## src/design/chs_pkg.sv

```systemverilog
// shared types, register indexes and the arctangent table of the heading smoother
`timescale 1ns / 1ps
`default_nettype none

package chs_pkg;

	// sequencer states of the top level
	typedef enum logic [2:0] {
		ST_IDLE,
		ST_CORDIC,
		ST_SUM,
		ST_REDUCE,
		ST_MUL1,
		ST_MUL2,
		ST_DONE
	} chs_state_t;

	// configuration port
	localparam int CFG_IDX_W  = 2;
	localparam int CFG_DATA_W = 16;

	localparam logic [CFG_IDX_W-1:0] REG_ENABLE = 2'd0;
	localparam logic [CFG_IDX_W-1:0] REG_OFFSET = 2'd1;
	localparam logic [CFG_IDX_W-1:0] REG_ALPHA  = 2'd2;

	localparam logic [15:0] ALPHA_RESET = 16'd52429;

	// q1.16 constants for the blend
	localparam logic [16:0] Q16_ONE  = 17'h10000;
	localparam int          Q16_HALF = 32768;

	// angle accumulator units are 1/65536 degree
	localparam int ATAN_W      = 22;
	localparam int TABLE_LEN   = 24;
	localparam int HALF_TURN_Z = 180 * 65536;

	// atan(2^-i) in degrees, scaled by 65536 and rounded
	function automatic logic [ATAN_W-1:0] atan_entry(input logic [4:0] idx);
		unique case (idx)
			5'd0:    atan_entry = 22'd2949120;
			5'd1:    atan_entry = 22'd1740967;
			5'd2:    atan_entry = 22'd919879;
			5'd3:    atan_entry = 22'd466945;
			5'd4:    atan_entry = 22'd234379;
			5'd5:    atan_entry = 22'd117304;
			5'd6:    atan_entry = 22'd58666;
			5'd7:    atan_entry = 22'd29335;
			5'd8:    atan_entry = 22'd14668;
			5'd9:    atan_entry = 22'd7334;
			5'd10:   atan_entry = 22'd3667;
			5'd11:   atan_entry = 22'd1833;
			5'd12:   atan_entry = 22'd917;
			5'd13:   atan_entry = 22'd458;
			5'd14:   atan_entry = 22'd229;
			5'd15:   atan_entry = 22'd115;
			5'd16:   atan_entry = 22'd57;
			5'd17:   atan_entry = 22'd29;
			5'd18:   atan_entry = 22'd14;
			5'd19:   atan_entry = 22'd7;
			5'd20:   atan_entry = 22'd4;
			5'd21:   atan_entry = 22'd2;
			5'd22:   atan_entry = 22'd1;
			default: atan_entry = 22'd0;
		endcase
	endfunction

endpackage

`default_nettype wire

```

## src/design/chs_cordic.sv

```systemverilog
// iterative vectoring cordic: atan2 of one sample, one micro-rotation per cycle
`timescale 1ns / 1ps
`default_nettype none

module chs_cordic #(
	parameter int ITERATIONS = 16,
	parameter int FRAC_BITS  = 6,
	localparam int RAW_W     = 10 + FRAC_BITS
) (
	input  wire logic                    clk,
	input  wire logic                    arst_n,
	input  wire logic                    start,
	input  wire logic signed [15:0]      x,
	input  wire logic signed [15:0]      y,
	output logic                         done,
	output logic signed [RAW_W-1:0]      angle
);

	localparam int XY_W = 27;
	localparam int Z_W  = 26;
	localparam int IW   = $clog2(ITERATIONS);
	localparam int ZSH  = 16 - FRAC_BITS;

	localparam logic signed [Z_W-1:0] Z_ROUND = Z_W'(1 << (15 - FRAC_BITS));
	localparam logic signed [Z_W-1:0] Z_HALF  = Z_W'(chs_pkg::HALF_TURN_Z);
	localparam logic [IW-1:0]         I_LAST  = IW'(ITERATIONS - 1);

	logic                    busy_q;
	logic                    fin_q;
	logic                    done_q;
	logic [IW-1:0]           i_q;
	logic                    zero_q;
	logic signed [XY_W-1:0]  x_q;
	logic signed [XY_W-1:0]  y_q;
	logic signed [Z_W-1:0]   z_q;
	logic signed [RAW_W-1:0] angle_q;

	logic signed [16:0]      x_ext;
	logic signed [16:0]      y_ext;
	logic signed [16:0]      x_pre;
	logic signed [16:0]      y_pre;
	logic signed [24:0]      x_scl;
	logic signed [24:0]      y_scl;
	logic signed [XY_W-1:0]  dx;
	logic signed [XY_W-1:0]  dy;
	logic signed [Z_W-1:0]   step_z;
	logic signed [Z_W-1:0]   z_rnd;
	logic signed [Z_W-1:0]   z_shr;

	// left half plane is turned by 180 degrees first
	always_comb begin
		x_ext = 17'(x);
		y_ext = 17'(y);
		x_pre = x[15] ? -x_ext : x_ext;
		y_pre = x[15] ? -y_ext : y_ext;
		x_scl = $signed({x_pre, 8'h00});
		y_scl = $signed({y_pre, 8'h00});
	end

	// shared shifter and table lookup for the current micro-rotation
	always_comb begin
		dx     = y_q >>> i_q;
		dy     = x_q >>> i_q;
		step_z = $signed(Z_W'(chs_pkg::atan_entry(5'(i_q))));
		z_rnd  = z_q + Z_ROUND;
		z_shr  = z_rnd >>> ZSH;
	end

	always_ff @(posedge clk or negedge arst_n) begin
		if (!arst_n) begin
			busy_q <= 1'b0;
			fin_q  <= 1'b0;
			done_q <= 1'b0;
			i_q    <= '0;
		end else begin
			done_q <= fin_q;
			fin_q  <= 1'b0;
			if (start) begin
				busy_q <= 1'b1;
				i_q    <= '0;
			end else if (busy_q) begin
				i_q <= i_q + 1'b1;
				if (i_q == I_LAST) begin
					busy_q <= 1'b0;
					fin_q  <= 1'b1;
				end
			end
		end
	end

	always_ff @(posedge clk) begin
		if (start) begin
			x_q    <= XY_W'(x_scl);
			y_q    <= XY_W'(y_scl);
			z_q    <= x[15] ? Z_HALF : '0;
			zero_q <= (x == 16'sd0) && (y == 16'sd0);
		end else if (busy_q) begin
			if (!y_q[XY_W-1]) begin
				x_q <= x_q + dx;
				y_q <= y_q - dy;
				z_q <= z_q + step_z;
			end else begin
				x_q <= x_q - dx;
				y_q <= y_q + dy;
				z_q <= z_q - step_z;
			end
		end
		// zero vector has no direction, report zero
		if (fin_q) begin
			angle_q <= zero_q ? '0 : RAW_W'(z_shr);
		end
	end

	assign done  = done_q;
	assign angle = angle_q;

`ifndef SYNTHESIS
	a_start_idle: assert property (@(posedge clk) disable iff (!arst_n)
		start |-> (!busy_q && !fin_q))
		else $error("cordic started while busy");

	a_done_after_fin: assert property (@(posedge clk) disable iff (!arst_n)
		$rose(done_q) |-> $past(fin_q))
		else $error("cordic done without final rounding step");

	a_fin_pulse: assert property (@(posedge clk) disable iff (!arst_n)
		fin_q |=> !fin_q && !busy_q)
		else $error("cordic rounding step not a single cycle");
`endif

endmodule

`default_nettype wire

```

## src/design/compass_heading_smoother.sv

```systemverilog
// top level of the compass heading smoother: sequencer, range reduction and blend
//
// usage:
//   input channel: one beat carries a magnetometer sample (mag_x, mag_y); it is taken
//   at a clock edge with in_valid high and in_stall low. in_stall is high while an
//   item is in progress, so one sample is worked on at a time.
//   output channel: one beat per sample, heading (1/2^ANGLE_FRACTION_BITS degree)
//   and heading_valid; it is taken with out_valid high and out_stall low.
//   config port: cfg_we writes cfg_data into register cfg_index (0 enable,
//   1 calibration offset, 2 smoothing alpha); write only while the block is idle.
// sequence:
//   an enabled sample runs the cordic micro-rotations (one per cycle), a sum step,
//   NRED compare-subtract steps that fold the angle into one turn (4 at 1/64
//   degree) and the blend multiply steps MUL1 and MUL2 before the result is
//   registered; the first sample skips the blend. a disabled sample returns the
//   held heading. the next sample can be taken in the cycle after a result is registered.
// reset clears the filtered heading, the first-sample flag, enable and offset, and sets alpha to ALPHA_RESET.
// a stalled receiver holds the result register; a finished item then waits
// until the register is free, and input stays stalled meanwhile.
`timescale 1ns / 1ps
`default_nettype none

module compass_heading_smoother #(
	parameter int CORDIC_ITERATIONS   = 16,
	parameter int ANGLE_FRACTION_BITS = 6
) (
	input  wire logic                            clk,
	input  wire logic                            arst_n,
	input  wire logic                            cfg_we,
	input  wire logic [chs_pkg::CFG_IDX_W-1:0]   cfg_index,
	input  wire logic [chs_pkg::CFG_DATA_W-1:0]  cfg_data,
	input  wire logic                            in_valid,
	output logic                                 in_stall,
	input  wire logic signed [15:0]              mag_x,
	input  wire logic signed [15:0]              mag_y,
	output logic                                 out_valid,
	input  wire logic                            out_stall,
	output logic [14:0]                          heading,
	output logic                                 heading_valid
);

	localparam int RAW_W     = 10 + ANGLE_FRACTION_BITS;
	localparam int FULL_TURN = 360 * (2 ** ANGLE_FRACTION_BITS);
	localparam int FH_W      = $clog2(FULL_TURN);
	localparam int SUM_W     = ((RAW_W > 16) ? RAW_W : 16) + 1;
	localparam int RED_W     = SUM_W + 2;
	localparam int NRED      = SUM_W + 2 - $clog2(FULL_TURN);
	localparam int CNT_W     = $clog2(NRED);
	localparam int BIAS      = ((2 ** (SUM_W - 1)) / FULL_TURN + 1) * FULL_TURN;
	localparam int ACC_W     = FH_W + 17;

	localparam logic [CNT_W-1:0] CNT_TOP = CNT_W'(NRED - 1);

	chs_pkg::chs_state_t state_q;
	chs_pkg::chs_state_t state_d;

	// config registers
	logic               en_q;
	logic signed [15:0] offset_q;
	logic [15:0]        alpha_q;

	// filter state
	logic [FH_W-1:0]    fh_q;
	logic               seen_q;

	// per-item working registers
	logic               item_en_q;
	logic [RED_W-1:0]   v_q;
	logic [CNT_W-1:0]   red_cnt_q;
	logic [ACC_W-1:0]   acc_q;

	// result register
	logic               out_valid_q;
	logic [14:0]        heading_q;
	logic               heading_valid_q;

	logic               in_accept;
	logic               out_free;
	logic               out_load;
	logic               cordic_start;
	logic               cordic_done;
	logic signed [RAW_W-1:0] raw_angle;

	logic signed [RED_W-1:0] raw_ext;
	logic signed [RED_W-1:0] off_ext;
	logic signed [RED_W-1:0] sum_v;
	logic [RED_W-1:0]   red_step;
	logic [FH_W-1:0]    corr;
	logic [16:0]        w_new;
	logic [FH_W-1:0]    mul_a;
	logic [16:0]        mul_b;
	logic [ACC_W-1:0]   prod;
	logic [ACC_W-1:0]   acc_base;
	logic [FH_W-1:0]    fh_new;

	chs_cordic #(
		.ITERATIONS (CORDIC_ITERATIONS),
		.FRAC_BITS  (ANGLE_FRACTION_BITS)
	) u_cordic (
		.clk    (clk),
		.arst_n (arst_n),
		.start  (cordic_start),
		.x      (mag_x),
		.y      (mag_y),
		.done   (cordic_done),
		.angle  (raw_angle)
	);

	assign in_accept = in_valid && !in_stall;
	assign out_free  = !out_valid_q || !out_stall;

	// next state
	always_comb begin
		state_d = state_q;
		unique case (state_q)
			chs_pkg::ST_IDLE: begin
				if (in_valid) begin
					state_d = en_q ? chs_pkg::ST_CORDIC : chs_pkg::ST_DONE;
				end
			end
			chs_pkg::ST_CORDIC: begin
				if (cordic_done) begin
					state_d = chs_pkg::ST_SUM;
				end
			end
			chs_pkg::ST_SUM: begin
				state_d = chs_pkg::ST_REDUCE;
			end
			chs_pkg::ST_REDUCE: begin
				if (red_cnt_q == '0) begin
					state_d = seen_q ? chs_pkg::ST_MUL1 : chs_pkg::ST_DONE;
				end
			end
			chs_pkg::ST_MUL1: begin
				state_d = chs_pkg::ST_MUL2;
			end
			chs_pkg::ST_MUL2: begin
				state_d = chs_pkg::ST_DONE;
			end
			chs_pkg::ST_DONE: begin
				if (out_free) begin
					state_d = chs_pkg::ST_IDLE;
				end
			end
			default: begin
				state_d = chs_pkg::ST_IDLE;
			end
		endcase
	end

	// sequencer outputs
	always_comb begin
		in_stall     = (state_q != chs_pkg::ST_IDLE);
		cordic_start = (state_q == chs_pkg::ST_IDLE) && in_valid && en_q;
		out_load     = (state_q == chs_pkg::ST_DONE) && out_free;
	end

	always_ff @(posedge clk or negedge arst_n) begin
		if (!arst_n) begin
			state_q <= chs_pkg::ST_IDLE;
		end else begin
			state_q <= state_d;
		end
	end

	always_ff @(posedge clk or negedge arst_n) begin
		if (!arst_n) begin
			en_q     <= 1'b0;
			offset_q <= '0;
			alpha_q  <= chs_pkg::ALPHA_RESET;
		end else if (cfg_we) begin
			unique case (cfg_index)
				chs_pkg::REG_ENABLE: en_q     <= cfg_data[0];
				chs_pkg::REG_OFFSET: offset_q <= $signed(cfg_data);
				chs_pkg::REG_ALPHA:  alpha_q  <= cfg_data;
				default: ;
			endcase
		end
	end

	// offset plus a whole number of turns keeps the sum non-negative
	always_comb begin
		raw_ext  = RED_W'(raw_angle);
		off_ext  = RED_W'(offset_q);
		sum_v    = raw_ext + off_ext + RED_W'(BIAS);
		red_step = RED_W'(FULL_TURN) << red_cnt_q;
		corr     = FH_W'(v_q);
	end

	// one multiplier: old * alpha, then new * (1 - alpha)
	always_comb begin
		w_new = chs_pkg::Q16_ONE - {1'b0, alpha_q};
		if (state_q == chs_pkg::ST_MUL1) begin
			mul_a    = fh_q;
			mul_b    = {1'b0, alpha_q};
			acc_base = ACC_W'(chs_pkg::Q16_HALF);
		end else begin
			mul_a    = corr;
			mul_b    = w_new;
			acc_base = acc_q;
		end
		prod = ACC_W'(mul_a) * ACC_W'(mul_b);
	end

	always_comb begin
		if (!item_en_q) begin
			fh_new = fh_q;
		end else if (!seen_q) begin
			fh_new = corr;
		end else begin
			fh_new = acc_q[16 +: FH_W];
		end
	end

	always_ff @(posedge clk) begin
		if (in_accept) begin
			item_en_q <= en_q;
		end
		if (state_q == chs_pkg::ST_SUM) begin
			v_q       <= sum_v;
			red_cnt_q <= CNT_TOP;
		end else if (state_q == chs_pkg::ST_REDUCE) begin
			if (v_q >= red_step) begin
				v_q <= v_q - red_step;
			end
			red_cnt_q <= red_cnt_q - 1'b1;
		end
		if (state_q == chs_pkg::ST_MUL1 || state_q == chs_pkg::ST_MUL2) begin
			acc_q <= acc_base + prod;
		end
		if (out_load) begin
			heading_q       <= 15'(fh_new);
			heading_valid_q <= item_en_q;
		end
	end

	always_ff @(posedge clk or negedge arst_n) begin
		if (!arst_n) begin
			fh_q        <= '0;
			seen_q      <= 1'b0;
			out_valid_q <= 1'b0;
		end else begin
			if (out_load) begin
				fh_q        <= fh_new;
				seen_q      <= seen_q || item_en_q;
				out_valid_q <= 1'b1;
			end else if (!out_stall) begin
				out_valid_q <= 1'b0;
			end
		end
	end

	assign out_valid     = out_valid_q;
	assign heading       = heading_q;
	assign heading_valid = heading_valid_q;

`ifndef SYNTHESIS
	a_fh_in_turn: assert property (@(posedge clk) disable iff (!arst_n)
		fh_q < FH_W'(FULL_TURN))
		else $error("filtered heading outside one turn");

	a_reduced: assert property (@(posedge clk) disable iff (!arst_n)
		(state_q == chs_pkg::ST_REDUCE && red_cnt_q == '0) |=> v_q < RED_W'(FULL_TURN))
		else $error("range reduction left more than one turn");

	a_cordic_done_state: assert property (@(posedge clk) disable iff (!arst_n)
		cordic_done |-> state_q == chs_pkg::ST_CORDIC)
		else $error("cordic result outside the wait state");

	a_out_from_done: assert property (@(posedge clk) disable iff (!arst_n)
		$rose(out_valid_q) |-> $past(state_q == chs_pkg::ST_DONE))
		else $error("result beat not from the done state");

	a_disabled_holds: assert property (@(posedge clk) disable iff (!arst_n)
		(out_load && !item_en_q) |=> $stable(fh_q) && $stable(seen_q))
		else $error("disabled sample changed the filter state");
`endif

endmodule

`default_nettype wire
```

## config.mk

```make
export PLATFORM = sky130hd
export DESIGN_NAME = compass_heading_smoother
export DESIGN_NICKNAME = d
export VERILOG_FILES = /design/src/design/chs_pkg.sv /design/src/design/chs_cordic.sv /design/src/design/compass_heading_smoother.sv
export SDC_FILE = /design/constraint.sdc
export NUM_CORES = 2
export LEC_CHECK = 0
export ABC_AREA = 1
export BUFFER_PORTS_ARGS = -buffer_cell sky130_fd_sc_hd__buf_2
export CAP_MARGIN = 0
export CORE_MARGIN = 4
export CORE_UTILIZATION = 25
export CTS_CLUSTER_SIZE = 12
export DETAILED_ROUTE_END_ITERATION = 12
export SLEW_MARGIN = 10
export SYNTH_ARGS = -nofsm -noshare
export SYNTH_HDL_FRONTEND = slang
export SYNTH_SLANG_ARGS = --single-unit
```

## constraint.sdc

```tcl
create_clock -name clk -period 8.3 [get_ports clk]
set_input_delay 0 -clock clk [delete_from_list [all_inputs] [get_ports clk]]
set_output_delay 0 -clock clk [all_outputs]
set_load 0.01 [all_outputs]
```

==> results.py <==
metrics = {
    "clock_network": {
        "htreeDepth": 1,
        "cts_root_buf": "clkbuf_16",
        "cts_made_buffers": 27,
        "cts_buffer_depth": 3,
        "clk_latency_ns": 0.59,
        "cts_tree": "built",
        "clock-sinks": 226,
        "clk_pin_slew_ns": 0.07,
    },
    "sta": {
        "tightest_slew_ns": 1.20,
        "tns_ns": 0,
        "finClkSkew_ns": 0.0145,
        "finalCritPeriodShare_pct": 93.4,
        "hold_violations": 0,
        "fmax_ghz": 0.129,
        "drv_slew": 0,
        "rsz0062_at_grt": "false",
        "maxSlewHeadroom_pct": 19.4,
        "min_period_ns": 7.75,
        "setup_viol": 0,
    },
    "die": {
        "fp.dieW_um": 346,
        "fp-row-count": 123,
        "die_area_um2": 120000,
        "coreArea_um2": 113000,
        "dieHeight_um": 346,
        "num_io_pins": 73,
        "start_util_pct": 25.3,
    },
    "critical_path": {
        "required_ns": 8.63,
        "path_max_fanout": 9,
        "reg2reg_depth": 33,
        "crit_start": "alpha_q[0]$_DFFE_PN1P_",
        "slowest_stage": "dfstp_2",
        "critical_path_class": "flip-flop to flip-flop",
        "cpMostUsedCell": "inv_1",
        "cp.arrival_ns": 8.08,
        "r2r-start": "alpha_q[0]$_DFFE_PN1P_",
        "cp-start-kind": "flip-flop",
        "r2r_end": "acc_q[30]$_DFFE_PP_",
        "end_kind": "flip-flop",
        "reg2reg_setup_slack_ns": 0.55,
        "crit_end": "acc_q[30]$_DFFE_PP_",
        "cpPeakStageDelay_ns": 0.61,
    },
    "synth": {
        "synth_common_cells": "905 x nand2_1, 633 x inv_1, 355 x nor2_1",
        "synth_ff_type": "edfxtp_1",
        "yosysTopAreaCell": "fa_1",
        "synth_edf_count": 148,
        "synth_most_common_cell": "nand2_1",
        "synth_top_cell_area_share_pct": 15.8,
        "ys_seq_area_share_pct": 22.2,
        "ys_ff_latch": 226,
        "netlist_instances": 3908,
        "syn_avg_cell_area_um2": 7.30,
        "synthArstFlopShare_pct": 26.5,
        "syn_area_um2": 28500,
        "syn_nets": 4416,
        "ys_warn_count": 0,
        "synth.area.top_cells": "fa_1 16%, edfxtp_1 16%, nand2_1 12%",
        "ys_types": 66,
    },
    "place": {
        "place_congestion": 0.925,
        "numPortBuffers": 72,
        "dp_hpwl_mm": 68.7,
    },
    "route": {
        "vias": 26046,
        "drcViolationCount": 0,
        "via_per_inst": 4.72,
        "firstDrtPassIters": 6,
        "drtIter0Drc": 1830,
        "avgRoutedWirePerCell_um": 15.6,
        "ant_nets": 0,
        "drt_wl_total_mm": 86.2,
    },
    "flow_run": {
        "cap_viol_max_count": 0,
    },
    "grt": {
        "antenna_found_initial": 5,
        "gr-total-overflow": 0,
        "grt_pass1_vias": 25935,
        "grt_pass1_wl_mm": 139,
        "grt_max_degree": 61,
        "grt.total_usage_pct": 14.2,
    },
    "finish": {
        "drive_gt1_share_pct": 5.60,
        "final_nets": 4506,
        "area_growth_pct": 12.8,
        "finish.utilization_pct": 28.5,
    },
    "run_status": {
        "status": "finished, final reports clean",
    },
    "worst_hold_path": {
        "hold_path.class": "input port to flip-flop",
        "hold_start": "mag_x[15]",
    },
}
[state kept, by name (all words and copies together), names as in the netlist, 3 cells and up]
signal and flops:
v_q 19, u_cordic.angle 16, u_cordic.z_q 26, alpha_q 16
u_cordic.x_q 27, fh_q 15, u_cordic.y_q 27, u_cordic.i_q 4
offset_q 16, state_q 3, heading 15, acc_q 31
[repair_timing]
| action | CTS | global route |
|---|---|---|
| buffers inserted | 0 | 0 |
| endpoints found under the hold margin | 125 | 0 |
| gates resized for setup | 0 | 0 |
| hold buffers | 67 | 0 |
[logic make-up after synthesis]
kind of cell / synth area share [%]
compound gates: 12.4
xor+xnor: 4.30
fa+ha+maj: 25.8
buf+inv: 10.5
flops: 22.2
mux: 0.0351
simple gates: 24.9
[through the flow]
stage                     std cells  instance area, µm²  hold WS [ns]  setup WS [ns]
after floorplan                3908               28500        -0.296           1.17
after global placement         5402               30500         0.224          0.749
after detailed placement       5402               30500         0.232          0.665
after CTS                      5519               32200        0.0483          0.602
after global routing           5519               32200        0.0936         0.0234
final                          5520               32200        0.0889          0.549
[layout make-up]
cell class / count / area (µm²)
Antenna cell: 1 / 2.50
Clock buffer: 33 / 698
Inverter: 644 / 2420
Sequential cell: 226 / 6320
Multi-Input combinational cell: 2919 / 19200
Tap cell: 1500 / 1880
Clock inverter: 17 / 278
Timing Repair Buffer: 180 / 1350
Fill cell: 12255 / 80600
[critical path, delay by kind of cell, from the launching register on]
family,cells,cell delay (ns)
adder cells (fa/ha/maj),8,3.61
flip-flops,1,0.61
buffers and inverters,8,0.66
XOR/XNOR,1,0.16
AND/OR/NAND/NOR,12,1.53
AO/OA/AOI/OAI,4,0.92
[layer usage]
metal	part of all wire, %	global-route usage, %	wire length, µm	up-vias
li1	-	-	-	12840
met1	44	18.7	37800	12321
met2	46	23.8	40000	747
met3	6.7	2.44	5800	136
met4	3.0	3.96	2560	2
met5	0.015	0	13	-
[how the worst min path moves through the flow]
| stage | endpoint | cells past startpoint |
|---|---|---|
| 6_report | u_cordic.x_q[20]$_DFFE_PP_ | 4 |
| 5_1_grt | u_cordic.x_q[14]$_DFFE_PP_ | 4 |
| 4_1_cts | u_cordic.x_q[14]$_DFFE_PP_ | 4 |
| 3_5_place_dp | fh_q[9]$_DFFE_PN0P_ | 2 |
| 3_3_place_gp | fh_q[9]$_DFFE_PN0P_ | 2 |
| 2_1_floorplan | alpha_q[12]$_DFFE_PN0P_ | 0 |
[placed cells by master (no fill, tap or decap), types with 9 or more instances in the layout]
cell	count
inv_1	633
buf_4	40
o22ai_1	31
o21a_1	12
o211ai_1	14
nor2_1	353
dfstp_2	9
edfxtp_1	148
fa_1	225
xnor2_1	52
o21bai_1	12
dlygate4sd3_1	67
o21ai_0	257
clkbuf_16	27
a21oi_1	206
a31oi_1	16
xor2_1	86
buf_2	72
or2_2	18
dfxtp_1	18
a21o_1	17
nand2_1	904
nand4_1	34
nand3_1	281
nand3b_1	12
dfrtp_1	50
o21ai_1	24
ha_1	228
nor4_1	9
nor3_1	48
Power is left out: the tool's default activity adds up to more than one toggle a clock period on the data nets, which glitch-free logic cannot reach.
